==> config.mk <==
export PLATFORM = sky130hd
export DESIGN_NAME = first_fit_bank_allocator
export DESIGN_NICKNAME = d
export VERILOG_FILES = /design/src/sv/ffba_pkg.sv /design/src/sv/ffba_ram.sv /design/src/sv/ffba_ctrl.sv /design/src/sv/ffba_dp.sv /design/src/sv/first_fit_bank_allocator.sv
export SDC_FILE = /design/constraint.sdc
export NUM_CORES = 1
export LEC_CHECK = 0
export BUFFER_PORTS_ARGS = -buffer_cell sky130_fd_sc_hd__buf_2
export CORE_ASPECT_RATIO = 0.5
export CORE_UTILIZATION = 61
export DETAILED_ROUTE_END_ITERATION = 8
export GPL_TIMING_DRIVEN = 1
export PLACE_DENSITY_LB_ADDON = 0.1
export SLEW_MARGIN = 30
export SYNTH_ARGS = -nofsm -noshare
export SYNTH_HDL_FRONTEND = slang
export SYNTH_SLANG_ARGS = --single-unit
export TNS_END_PERCENT = 1
==> constraint.sdc <==
create_clock -name clk -period 14 [get_ports clk]
set_input_delay 2.8 -clock clk [delete_from_list [all_inputs] [get_ports clk]]
set_output_delay 2.8 -clock clk [all_outputs]
set_load 0.03 [all_outputs]
==> src/sv/ffba_pkg.sv <==
`default_nettype none

package ffba_pkg;

	localparam logic OP_ALLOC = 1'b0;
	localparam logic OP_FREE  = 1'b1;

	localparam logic [1:0] ST_OK       = 2'd0;
	localparam logic [1:0] ST_INVALID  = 2'd1;
	localparam logic [1:0] ST_NO_SPACE = 2'd2;

	typedef struct packed {
		logic used;
		logic first;
		logic cont;
	} bank_mark_t;

	typedef enum logic [2:0] {
		S_CLEAR,
		S_IDLE,
		S_ALLOC_SCAN,
		S_ALLOC_MARK,
		S_FREE_FIND,
		S_FREE_WALK,
		S_DONE
	} ctrl_state_t;

	typedef struct packed {
		logic       load;
		logic       step;
		logic       jump;
		logic       scan;
		logic       we;
		logic       wr_mark;
		logic       set_res;
		logic [1:0] res_code;
		logic       res_addr;
		logic       push;
	} dp_cmd_t;

	typedef struct packed {
		logic is_free;
		logic zero_bytes;
		logic out_of_range;
		logic used;
		logic first;
		logic cont;
		logic alloc_hit;
		logic find_hit;
		logic last_idx;
		logic at_end;
		logic out_full;
	} dp_stat_t;

endpackage

`default_nettype wire

==> src/sv/ffba_ram.sv <==
`default_nettype none

module ffba_ram #(
	parameter int WIDTH = 3,
	parameter int DEPTH = 128
) (
	input  wire logic                                  clk,
	input  wire logic                                  we,
	input  wire logic [((DEPTH > 1) ? $clog2(DEPTH) : 1)-1:0] waddr,
	input  wire logic [WIDTH-1:0]                      wdata,
	input  wire logic [((DEPTH > 1) ? $clog2(DEPTH) : 1)-1:0] raddr,
	output logic      [WIDTH-1:0]                      rdata
);

	logic [WIDTH-1:0] mem_q [DEPTH];

	always_ff @(posedge clk) begin
		if (we) begin
			mem_q[waddr] <= wdata;
		end
		rdata <= mem_q[raddr];
	end

endmodule

`default_nettype wire

==> src/sv/ffba_ctrl.sv <==
`default_nettype none

module ffba_ctrl import ffba_pkg::*; (
	input  wire logic     clk,
	input  wire logic     arst_n,
	input  wire logic     in_valid,
	output logic          in_stall,
	input  wire dp_stat_t stat,
	output dp_cmd_t       cmd
);

	ctrl_state_t state_q;
	ctrl_state_t state_d;

	always_ff @(posedge clk or negedge arst_n) begin
		if (!arst_n) begin
			state_q <= S_CLEAR;
		end else begin
			state_q <= state_d;
		end
	end

	always_comb begin
		state_d  = state_q;
		cmd      = '0;
		in_stall = (state_q != S_IDLE);
		case (state_q)
			S_CLEAR: begin
				cmd.we = 1'b1;
				if (stat.last_idx) begin
					state_d = S_IDLE;
				end else begin
					cmd.step = 1'b1;
				end
			end
			S_IDLE: begin
				if (in_valid) begin
					cmd.load = 1'b1;
					if (stat.is_free) begin
						if (stat.out_of_range) begin
							cmd.set_res  = 1'b1;
							cmd.res_code = ST_INVALID;
							state_d      = S_DONE;
						end else begin
							state_d = S_FREE_FIND;
						end
					end else if (stat.zero_bytes) begin
						cmd.set_res  = 1'b1;
						cmd.res_code = ST_NO_SPACE;
						state_d      = S_DONE;
					end else begin
						state_d = S_ALLOC_SCAN;
					end
				end
			end
			S_ALLOC_SCAN: begin
				cmd.scan = 1'b1;
				if (stat.alloc_hit) begin
					cmd.jump = 1'b1;
					state_d  = S_ALLOC_MARK;
				end else if (stat.last_idx) begin
					cmd.set_res  = 1'b1;
					cmd.res_code = ST_NO_SPACE;
					state_d      = S_DONE;
				end else begin
					cmd.step = 1'b1;
				end
			end
			S_ALLOC_MARK: begin
				cmd.we      = 1'b1;
				cmd.wr_mark = 1'b1;
				if (stat.at_end) begin
					cmd.set_res  = 1'b1;
					cmd.res_code = ST_OK;
					cmd.res_addr = 1'b1;
					state_d      = S_DONE;
				end else begin
					cmd.step = 1'b1;
				end
			end
			S_FREE_FIND: begin
				if (stat.find_hit) begin
					if (stat.used && stat.first) begin
						state_d = S_FREE_WALK;
					end else begin
						cmd.set_res  = 1'b1;
						cmd.res_code = ST_INVALID;
						state_d      = S_DONE;
					end
				end else begin
					cmd.step = 1'b1;
				end
			end
			S_FREE_WALK: begin
				cmd.we = 1'b1;
				if (stat.cont && !stat.last_idx) begin
					cmd.step = 1'b1;
				end else begin
					cmd.set_res  = 1'b1;
					cmd.res_code = ST_OK;
					state_d      = S_DONE;
				end
			end
			S_DONE: begin
				if (!stat.out_full) begin
					cmd.push = 1'b1;
					state_d  = S_IDLE;
				end
			end
			default: begin
				state_d = S_CLEAR;
			end
		endcase
	end

endmodule

`default_nettype wire

==> src/sv/ffba_dp.sv <==
`default_nettype none

module ffba_dp import ffba_pkg::*; #(
	parameter int BANK_BYTES = 64,
	parameter int NUM_BANKS  = 128
) (
	input  wire logic                  clk,
	input  wire logic                  arst_n,
	input  wire logic                  cfg_wr_en,
	input  wire logic [31:0]           cfg_wr_data,
	input  wire logic                  opcode,
	input  wire logic [31:0]           request_bytes,
	input  wire logic [31:0]           free_address,
	input  wire logic                  out_stall,
	input  wire dp_cmd_t               cmd,
	output dp_stat_t                   stat,
	output logic                       out_valid,
	output logic [31:0]                returned_address,
	output logic [1:0]                 status,
	output logic                       ram_we,
	output logic [((NUM_BANKS > 1) ? $clog2(NUM_BANKS) : 1)-1:0] ram_waddr,
	output bank_mark_t                 ram_wdata,
	output logic [((NUM_BANKS > 1) ? $clog2(NUM_BANKS) : 1)-1:0] ram_raddr,
	input  wire bank_mark_t            ram_rdata
);

	localparam int IDX_W = (NUM_BANKS > 1) ? $clog2(NUM_BANKS) : 1;
	localparam int OFF_W = $clog2(NUM_BANKS * BANK_BYTES + 1);
	localparam logic [IDX_W-1:0] LAST_IDX   = IDX_W'(NUM_BANKS - 1);
	localparam logic [OFF_W-1:0] BANK_OFF   = OFF_W'(BANK_BYTES);
	localparam logic [31:0]      HEAP_BYTES = 32'(NUM_BANKS * BANK_BYTES);

	logic [31:0]      heap_base_q;
	logic [31:0]      bytes_q;
	logic [31:0]      offset_q;
	logic [IDX_W-1:0] idx_q;
	logic [IDX_W-1:0] idx_d;
	logic [IDX_W-1:0] start_idx_q;
	logic [IDX_W-1:0] end_idx_q;
	logic [OFF_W-1:0] cur_off_q;
	logic [OFF_W-1:0] run_bytes_q;
	logic [OFF_W-1:0] start_off_q;
	logic [OFF_W-1:0] run_next;
	logic [OFF_W-1:0] cur_next;
	logic [31:0]      off_now;
	logic [31:0]      res_addr_q;
	logic [1:0]       res_status_q;
	logic             out_valid_q;
	logic [31:0]      out_addr_q;
	logic [1:0]       out_status_q;

	assign off_now  = free_address - heap_base_q;
	assign run_next = run_bytes_q + BANK_OFF;
	assign cur_next = cur_off_q + BANK_OFF;

	always_comb begin
		if (cmd.load) begin
			idx_d = '0;
		end else if (cmd.jump) begin
			idx_d = start_idx_q;
		end else if (cmd.step) begin
			idx_d = idx_q + IDX_W'(1);
		end else begin
			idx_d = idx_q;
		end
	end

	always_ff @(posedge clk or negedge arst_n) begin
		if (!arst_n) begin
			heap_base_q <= '0;
			idx_q       <= '0;
			out_valid_q <= 1'b0;
		end else begin
			if (cfg_wr_en) begin
				heap_base_q <= cfg_wr_data;
			end
			idx_q <= idx_d;
			if (cmd.push) begin
				out_valid_q <= 1'b1;
			end else if (!out_stall) begin
				out_valid_q <= 1'b0;
			end
		end
	end

	always_ff @(posedge clk) begin
		if (cmd.load) begin
			bytes_q     <= request_bytes;
			offset_q    <= off_now;
			cur_off_q   <= '0;
			run_bytes_q <= '0;
			start_idx_q <= '0;
			start_off_q <= '0;
		end else begin
			if (cmd.step) begin
				cur_off_q <= cur_next;
			end
			if (cmd.scan) begin
				if (ram_rdata.used) begin
					run_bytes_q <= '0;
					start_idx_q <= idx_q + IDX_W'(1);
					start_off_q <= cur_next;
				end else begin
					run_bytes_q <= run_next;
				end
			end
		end
		if (cmd.jump) begin
			end_idx_q <= idx_q;
		end
		if (cmd.set_res) begin
			res_status_q <= cmd.res_code;
			res_addr_q   <= cmd.res_addr ? heap_base_q + 32'(start_off_q) : '0;
		end
		if (cmd.push) begin
			out_addr_q   <= res_addr_q;
			out_status_q <= res_status_q;
		end
	end

	assign ram_we          = cmd.we;
	assign ram_waddr       = idx_q;
	assign ram_raddr       = idx_d;
	assign ram_wdata.used  = cmd.wr_mark;
	assign ram_wdata.first = cmd.wr_mark && (idx_q == start_idx_q);
	assign ram_wdata.cont  = cmd.wr_mark && (idx_q != end_idx_q);

	assign stat.is_free      = (opcode == OP_FREE);
	assign stat.zero_bytes   = (request_bytes == '0);
	assign stat.out_of_range = (off_now >= HEAP_BYTES);
	assign stat.used         = ram_rdata.used;
	assign stat.first        = ram_rdata.first;
	assign stat.cont         = ram_rdata.cont;
	assign stat.alloc_hit    = !ram_rdata.used && (32'(run_next) >= bytes_q);
	assign stat.find_hit     = (offset_q < 32'(cur_next));
	assign stat.last_idx     = (idx_q == LAST_IDX);
	assign stat.at_end       = (idx_q == end_idx_q);
	assign stat.out_full     = out_valid_q && out_stall;

	assign out_valid        = out_valid_q;
	assign returned_address = out_addr_q;
	assign status           = out_status_q;

endmodule

`default_nettype wire

==> src/sv/first_fit_bank_allocator.sv <==
// First-fit allocator over NUM_BANKS banks of BANK_BYTES bytes each, bank zero at heap_base.
// An allocate transaction rounds its byte count up to whole banks, claims the lowest run of
// that many free banks and returns its address with status ok, or address zero with status
// no space; a free transaction releases the run that starts at the given bank, or reports
// status invalid. After reset the block clears the mark of every bank before it takes the
// first transaction. The marks live in one memory read one bank per cycle. An allocate scans
// up from bank zero until a run fits and then marks that run; a free steps up to its bank and
// clears its run; a zero-byte allocate or an out-of-heap free goes straight to the result.
// One transaction is in progress at a time; the result register lets the next transaction
// start while the previous result waits on out_stall.
`default_nettype none

module first_fit_bank_allocator import ffba_pkg::*; #(
	parameter int BANK_BYTES = 64,
	parameter int NUM_BANKS  = 128
) (
	input  wire logic        clk,
	input  wire logic        arst_n,
	input  wire logic        cfg_wr_en,
	input  wire logic [31:0] cfg_wr_data,
	input  wire logic        in_valid,
	output logic             in_stall,
	input  wire logic        opcode,
	input  wire logic [31:0] request_bytes,
	input  wire logic [31:0] free_address,
	output logic             out_valid,
	input  wire logic        out_stall,
	output logic [31:0]      returned_address,
	output logic [1:0]       status
);

	localparam int IDX_W = (NUM_BANKS > 1) ? $clog2(NUM_BANKS) : 1;

	dp_cmd_t          cmd;
	dp_stat_t         stat;
	logic             ram_we;
	logic [IDX_W-1:0] ram_waddr;
	logic [IDX_W-1:0] ram_raddr;
	bank_mark_t       ram_wdata;
	bank_mark_t       ram_rdata;

	ffba_ctrl u_ctrl (
		.clk      (clk),
		.arst_n   (arst_n),
		.in_valid (in_valid),
		.in_stall (in_stall),
		.stat     (stat),
		.cmd      (cmd)
	);

	ffba_dp #(
		.BANK_BYTES (BANK_BYTES),
		.NUM_BANKS  (NUM_BANKS)
	) u_dp (
		.clk              (clk),
		.arst_n           (arst_n),
		.cfg_wr_en        (cfg_wr_en),
		.cfg_wr_data      (cfg_wr_data),
		.opcode           (opcode),
		.request_bytes    (request_bytes),
		.free_address     (free_address),
		.out_stall        (out_stall),
		.cmd              (cmd),
		.stat             (stat),
		.out_valid        (out_valid),
		.returned_address (returned_address),
		.status           (status),
		.ram_we           (ram_we),
		.ram_waddr        (ram_waddr),
		.ram_wdata        (ram_wdata),
		.ram_raddr        (ram_raddr),
		.ram_rdata        (ram_rdata)
	);

	ffba_ram #(
		.WIDTH ($bits(bank_mark_t)),
		.DEPTH (NUM_BANKS)
	) u_marks (
		.clk   (clk),
		.we    (ram_we),
		.waddr (ram_waddr),
		.wdata (ram_wdata),
		.raddr (ram_raddr),
		.rdata (ram_rdata)
	);

	a_status_code: assert property (@(posedge clk) disable iff (!arst_n)
		out_valid |-> (status == ST_OK || status == ST_INVALID || status == ST_NO_SPACE))
		else $error("result carries an undefined status code");

	a_fail_zero_addr: assert property (@(posedge clk) disable iff (!arst_n)
		out_valid && status != ST_OK |-> returned_address == 32'd0)
		else $error("failed transaction returned a nonzero address");

	a_write_busy: assert property (@(posedge clk) disable iff (!arst_n)
		ram_we |-> in_stall)
		else $error("mark memory written while accepting a transaction");

	a_write_range: assert property (@(posedge clk) disable iff (!arst_n)
		ram_we |-> ram_waddr <= IDX_W'(NUM_BANKS - 1))
		else $error("mark memory written beyond the last bank");

endmodule

`default_nettype wire

# Yosys cells after proc, flatten, opt, wreduce, memory -nomap -nowiden
# Memory sizes are Yosys's and may differ from the RTL's. A register that Yosys moved wholly into a read port is not among the register bits.
# Index checks and enable logic that the tools add are counted.
[word_totals]
register_bits = 231
ram_bits = 384
out_inout_bits = 36
n_memories = 1
[op_classes]
n_addsub = 5
magnitude_cmp = 3
eq_ne = 19
muxes = 47
n_reduce_logical = 13
[mem_list]
columns = ["memory", "depth", "width", "read_ports", "rd_ports_with_merged_regs", "write_ports", "line_no", "rtl"]
rows = [
  ["u_marks.mem_q", 128, 3, 1, 1, 1, "ffba_ram.sv:15", "logic [WIDTH-1:0] mem_q [DEPTH];"],
]
[ops]
columns = ["cell", "count"]
rows = [
  ["3-bit 2-to-1 mux", 19],
  ["32-bit by 14-bit adder with 32-bit output", 1],
  ["14-bit by 32-bit greater-or-equal comparator with 1-bit output", 1],
  ["32-bit by 14-bit greater-or-equal comparator with 1-bit output, second input constant", 1],
  ["32-bit logical NOT", 1],
  ["32-bit by 14-bit < comparator with 1-bit output", 1],
  ["32-bit subtractor", 1],
  ["14-bit by 7-bit adder with 14-bit output, second input constant", 2],
  ["7-bit 2-to-1 mux", 3],
  ["3-bit one-hot mux with 7 select lines", 1],
  ["1-bit 2-to-1 mux", 17],
  ["3-bit one-hot mux with 5 select lines", 1],
  ["7-bit equality test", 2],
  ["14-bit 2-to-1 mux", 1],
  ["2-bit inequality test, second input constant", 5],
  ["3-bit equality test, second input constant", 3],
  ["7-bit by 1-bit adder with 7-bit output, second input constant", 1],
  ["7-bit equality test, second input constant", 1],
  ["7-bit inequality test", 1],
  ["7-bit AND reduction", 1],
  ["3-bit by 2-bit equality test with 1-bit output, second input constant", 2],
  ["1-bit logical AND", 6],
  ["2-bit 2-to-1 mux", 3],
  ["1-bit one-hot mux with 5 select lines", 1],
  ["9 further kinds", 11],
]

# Longest topological paths before layout
[depth]
ltp_word = 8
mapped_depth = 23
ltp_nobuf = 19

# By module
# Synthesis repeated with hierarchy kept, for this count alone.
[unflattened]
cells_unflattened = 1708
hier_area_um2 = 26027.5
[modules_own_cells]
columns = ["module", "n_inst", "cells_each", "area_per_inst_um2", "seq_area_each_um2"]
rows = [
  ["ffba_ram", 1, 728, 15353.5, 11591.1],
  ["ffba_dp", 1, 930, 10267.3, 5615.4],
  ["ffba_ctrl", 1, 50, 406.6, 75.1],
]

# Least setup slack after synthesis
# Ideal clock, no wire load.
[synth_path]
path_kind = "reg2reg"
from = "register u_ctrl.state_q[0]"
to = "memory u_marks.mem_q[0][1] (data pin)"
setup_time_ps = 1152
arrival_ps = 8703
setup_slack_ps = 4145
path_stages_with_launch = 6
path_cell_list = "dfrtp_1 > buf_2 > inv_1 > nor3_2 > nand3_1 > nor3_1"
[synth_rtl]
columns = ["item", "line_no", "rtl"]
rows = [
  ["from (decl)", "ffba_ctrl.sv:12", "ctrl_state_t state_q;"],
  ["from (signal assigned)", "ffba_ctrl.sv:19", "state_q <= state_d;"],
  ["to (decl)", "ffba_ram.sv:15", ""],
]

==> flow_metrics.env <==
export IMPL_clockRootBuffer="sky130_fd_sc_hd__clkbuf_16"
export IMPL_area_share_of_the_largest_cell_type_after_synthesis_pct=59.1
export IMPL_critical_path_endpoint_type="flop"
export IMPL_design_portCount=138
export IMPL_totalNegativeSetupSlack_ns=0
export IMPL_critical_path_max_fanout=33
export IMPL_hold_path_class="flop to flop"
export IMPL_place_worst_setup_slack_ns=6.38
export IMPL_synth_cells=2152
export IMPL_critical_path_s_slowest_cell="sky130_fd_sc_hd__or4b_1"
export IMPL_outcome="finished clean"
export IMPL_finalCoreUtilization_pct=69.0
export IMPL_yosys_area_top_type="sky130_fd_sc_hd__edfxtp_1"
export IMPL_power_density_nw_per_um2=219
export IMPL_clk_path_buf_depth=3
export IMPL_layout_skew_ns=0.0261
export IMPL_yosysWarnings=0
export IMPL_layout_worst_path_cycle_share_pct=49.9
export IMPL_tightest_pin_transition_ns=1.03
export IMPL_numPortBuffers=137
export IMPL_htreeDepth=2
export IMPL_setup_violations_final=0
export IMPL_floorplan_rows=53
export IMPL_antenna_found_initial=1
export IMPL_worst_ir_drop_vdd_v=0.000293
export IMPL_tightest_slew_margin_relative_to_the_limit_pct=31.1
export IMPL_critical_path_top_delay_family="simple AND/OR/NAND/NOR gates"
export IMPL_placeable_area_um2=42200
export IMPL_synth_mux_area_fraction_pct=3.07
export IMPL_synth_avg_cell_area_um2=12.2
export IMPL_cts_post_setup_buffers_inserted=0
export IMPL_place_congestion=0.887
export IMPL_finalMaxSlewViolations=0
export IMPL_gr_total_overflow=0
export IMPL_drt_drc_violations_left=0
export IMPL_cts_hold_fix_buffers=0
export IMPL_initial_drt_pass_iterations=6
export IMPL_floorplan_initialDensity_pct=62.2
export IMPL_yosys_register_bits=594
export IMPL_via_per_inst=6.13
export IMPL_crit_arrival_ns=7.27
export IMPL_largest_net_degree_at_the_start_of_global_routing=135
export IMPL_fraction_of_layout_instances_using_a_drive_strength_above_1_pct=11.4
export IMPL_yosys_area_share_xor_xnor_pct=2.74
export IMPL_maxCapViolations=0
export IMPL_worstPathRequired_ns=14.28
export IMPL_finalCriticalPeriod_ns=6.99
export IMPL_synthToLayoutAreaGrowth_pct=10.9
export IMPL_critical_path_max_stage_delay_ns=0.51
export IMPL_grt_pass1_wl_mm=95.0
export IMPL_die_width_um=295
export IMPL_yosysUniqueCellTypes=76
export IMPL_worst_skew_pair_late_latency_ns=0.59
export IMPL_rsz0062_at_grt="false"
export IMPL_clock_tree_from_tritoncts="yes"
export IMPL_cts_made_buffers=51
export IMPL_postSynth_asyncResetShare_pct=7.24
export IMPL_drtAntennaViolNets=0
export IMPL_synth_top_flop_cell="sky130_fd_sc_hd__edfxtp_1"
export IMPL_mappedNetlistNets=2313
export IMPL_globalRouteTotalUtil_pct=28.3
export IMPL_layout_nets=2432
export IMPL_synth_enable_flop_cells=517
export IMPL_clkSinkCount=594
export IMPL_maxClockFrequency_ghz=0.143
export IMPL_drt_wirelength_per_cell_um=21.2
export IMPL_via_count=17700
export IMPL_final_setup_worst_slack_ns=7.01
export IMPL_dr_first_iter_drc_count=2013
export IMPL_fillCellCount=3091
export IMPL_synth_top_cells_by_area="sky130_fd_sc_hd__edfxtp_1, sky130_fd_sc_hd__nand2_1, sky130_fd_sc_hd__dfrtp_1"
export IMPL_synthSimpleGateAreaFrac_pct=13.3
export IMPL_synth_adder_area_share_pct=2.87
export IMPL_syn_area_um2=26300
export IMPL_power_static_leakage_nw=10.7
export IMPL_path_cells="buf_2 > inv_1 > ha_1 > fa_1 > nor2b_1 > o21a_1 > o21ai_0 > a2111o_1 > a211oi_1 > o21ai_0 > a221oi_2 > or4b_1 > nor4_1 > or4b_1 > nor4_1 > o211ai_1 > buf_4"
export IMPL_clk_pin_slew_worst_paths_ns=0.06
export IMPL_postCtsResizedCells=0
export IMPL_hold_viol_final=0
export IMPL_die_height_um=149
export IMPL_criticalPathCategory="input port to flop"
export IMPL_critPathLaunchType="input port"
export IMPL_worst_path_buf_inv=3
export IMPL_synth_top_family_by_area="simple AND/OR/NAND/NOR gates"
export IMPL_synth_compound_area_share_pct=9.54
export IMPL_yosysSeqAreaShare_pct=65.8
export IMPL_floorplan_die_area_um2=43900
export IMPL_wirelength_mm=61.4
export IMPL_place_detailed_hpwl_mm=38.9
export IMPL_grt_pass1_vias=17100
==> Yosys cell counts, types with 12 or more instances <==
master and number:
sky130_fd_sc_hd__nand2_1 316, sky130_fd_sc_hd__o211ai_1 12, sky130_fd_sc_hd__buf_2 25, sky130_fd_sc_hd__nor2_1 237, sky130_fd_sc_hd__inv_1 67, sky130_fd_sc_hd__nor2b_1 14
sky130_fd_sc_hd__dfxtp_1 34, sky130_fd_sc_hd__nor4_1 23, sky130_fd_sc_hd__ha_1 57, sky130_fd_sc_hd__mux2i_1 76, sky130_fd_sc_hd__a32oi_1 34, sky130_fd_sc_hd__xnor2_1 57
sky130_fd_sc_hd__a21oi_1 107, sky130_fd_sc_hd__clkbuf_1 52, sky130_fd_sc_hd__nand3_1 94, sky130_fd_sc_hd__dfrtp_1 43, sky130_fd_sc_hd__a211oi_1 26, sky130_fd_sc_hd__and3_1 17
sky130_fd_sc_hd__edfxtp_1 517, sky130_fd_sc_hd__nand4_1 30, sky130_fd_sc_hd__o21ai_0 61, sky130_fd_sc_hd__o22ai_1 13, sky130_fd_sc_hd__nor3_1 21, sky130_fd_sc_hd__xor2_1 25
sky130_fd_sc_hd__a21o_1 22, sky130_fd_sc_hd__a22oi_1 12
==> layout make-up <==
| type | count | area [um2] | area share, % |
|---|---|---|---|
| flip-flops and latches | 594 | 17300 | 59.4 |
| multi-input cells | 1389 | 8320 | 28.6 |
| clock buffers | 71 | 1390 | 4.78 |
| repair buffers | 163 | 903 | 3.10 |
| well taps | 577 | 722 | 2.48 |
| inverters | 72 | 274 | 0.941 |
| clock inverters | 25 | 209 | 0.718 |
| diodes | 1 | 2.50 | 0.00860 |
==> worst paths after layout <==
check	startpoint	to	slack, ns	cells past startpoint
max	free_address[0]	u_dp.res_addr_q[12]	7.01	17
min	u_dp.res_addr_q[21]	u_dp.returned_address[21]	0.42	0
max reg2reg	u_dp.run_bytes_q[8]	u_marks.rdata[1]	7.38	22
min reg2reg	u_dp.res_addr_q[21]	u_dp.returned_address[21]	0.42	0
max in group asynchronous	arst_n	u_ctrl.state_q[0]	11.25	2
min in group asynchronous	arst_n	u_dp.heap_base_q[1]	2.32	2
==> per-stage QoR <==
step / power (mW) / hold WS, ns / area (um2) / std cells
global route: 6.70 / 0.426 / 29100 / 2892
CTS: 6.36 / 0.421 / 29100 / 2891
floorplan: 4.20 / 0.400 / 26300 / 2152
finish: 6.37 / 0.421 / 29100 / 2892
detailed placement: 4.99 / 0.405 / 27500 / 2795
global placement: 4.94 / 0.406 / 27500 / 2795
==> cells in the final DEF, fill, tap and decap left out, types with 60 or more instances in the layout <==
cell type / n
sky130_fd_sc_hd__edfxtp_1: 517
sky130_fd_sc_hd__nand2_1: 310
sky130_fd_sc_hd__nor2_1: 236
sky130_fd_sc_hd__buf_2: 136
sky130_fd_sc_hd__a21oi_1: 106
sky130_fd_sc_hd__nand3_1: 94
sky130_fd_sc_hd__mux2i_1: 76
sky130_fd_sc_hd__inv_1: 67
sky130_fd_sc_hd__o21ai_0: 60
==> report_power, final <==
group	total, mW	internal [mW]	leakage [nW]	switching (mW)
registers	2.28	2.15	5.71	0.135
clock network	1.38	0.753	0.779	0.627
logic	2.71	0.867	4.23	1.84
==> cell families after synthesis <==
kind of cell | after synthesis
AND/OR/NAND/NOR | 794
flip-flops | 594
AO/OA/AOI/OAI | 374
buffers and inverters | 169
XOR/XNOR | 82
multiplexers | 80
adder cells (fa/ha/maj) | 59
==> flip-flops by register name (all words and copies together) (netlist names) <==
name	flops
u_ctrl.state_q	3
u_dp.bytes_q	32
u_dp.cur_off_q	8
u_dp.end_idx_q	7
u_dp.heap_base_q	32
u_dp.offset_q	26
u_dp.out_valid	1
u_dp.ram_waddr	7
u_dp.res_addr_q	32
u_dp.res_status_q	2
u_dp.returned_address	32
u_dp.run_bytes_q	8
u_dp.start_idx_q	7
u_dp.start_off_q	8
u_dp.status	2
u_marks.mem_q	384
u_marks.rdata	3
==> metal layers <==
layer | wire (um) | up-vias | GRT usage [%]
met5 | 0 | - | 0
met2 | 28900 | 744 | 45.3
li1 | - | 8188 | -
met3 | 5200 | 118 | 5.22
met1 | 26000 | 8669 | 40.3
met4 | 1270 | 0 | 6.89
==> worst register-to-register path, cell delays in order (launching register included) <==
cell	delay, ns
sky130_fd_sc_hd__dfxtp_1	0.43
sky130_fd_sc_hd__and3_1	0.22
sky130_fd_sc_hd__and3_1	0.24
sky130_fd_sc_hd__nand3_1	0.11
sky130_fd_sc_hd__xnor2_1	0.21
sky130_fd_sc_hd__ha_1	0.28
sky130_fd_sc_hd__a21oi_1	0.22
sky130_fd_sc_hd__o221ai_1	0.16
sky130_fd_sc_hd__o21bai_1	0.22
sky130_fd_sc_hd__nand3_1	0.36
sky130_fd_sc_hd__inv_2	0.24
sky130_fd_sc_hd__or4_1	0.54
sky130_fd_sc_hd__nand3_1	0.10
sky130_fd_sc_hd__buf_4	0.49
sky130_fd_sc_hd__inv_2	0.51
sky130_fd_sc_hd__buf_4	0.49
sky130_fd_sc_hd__nor2_1	0.54
sky130_fd_sc_hd__buf_4	0.30
sky130_fd_sc_hd__a32oi_1	0.08
sky130_fd_sc_hd__nand3_1	0.10
sky130_fd_sc_hd__nand3_1	0.16
sky130_fd_sc_hd__a211oi_1	0.41
sky130_fd_sc_hd__a211oi_1	0.09
Power figures use the tool's default switching activity.
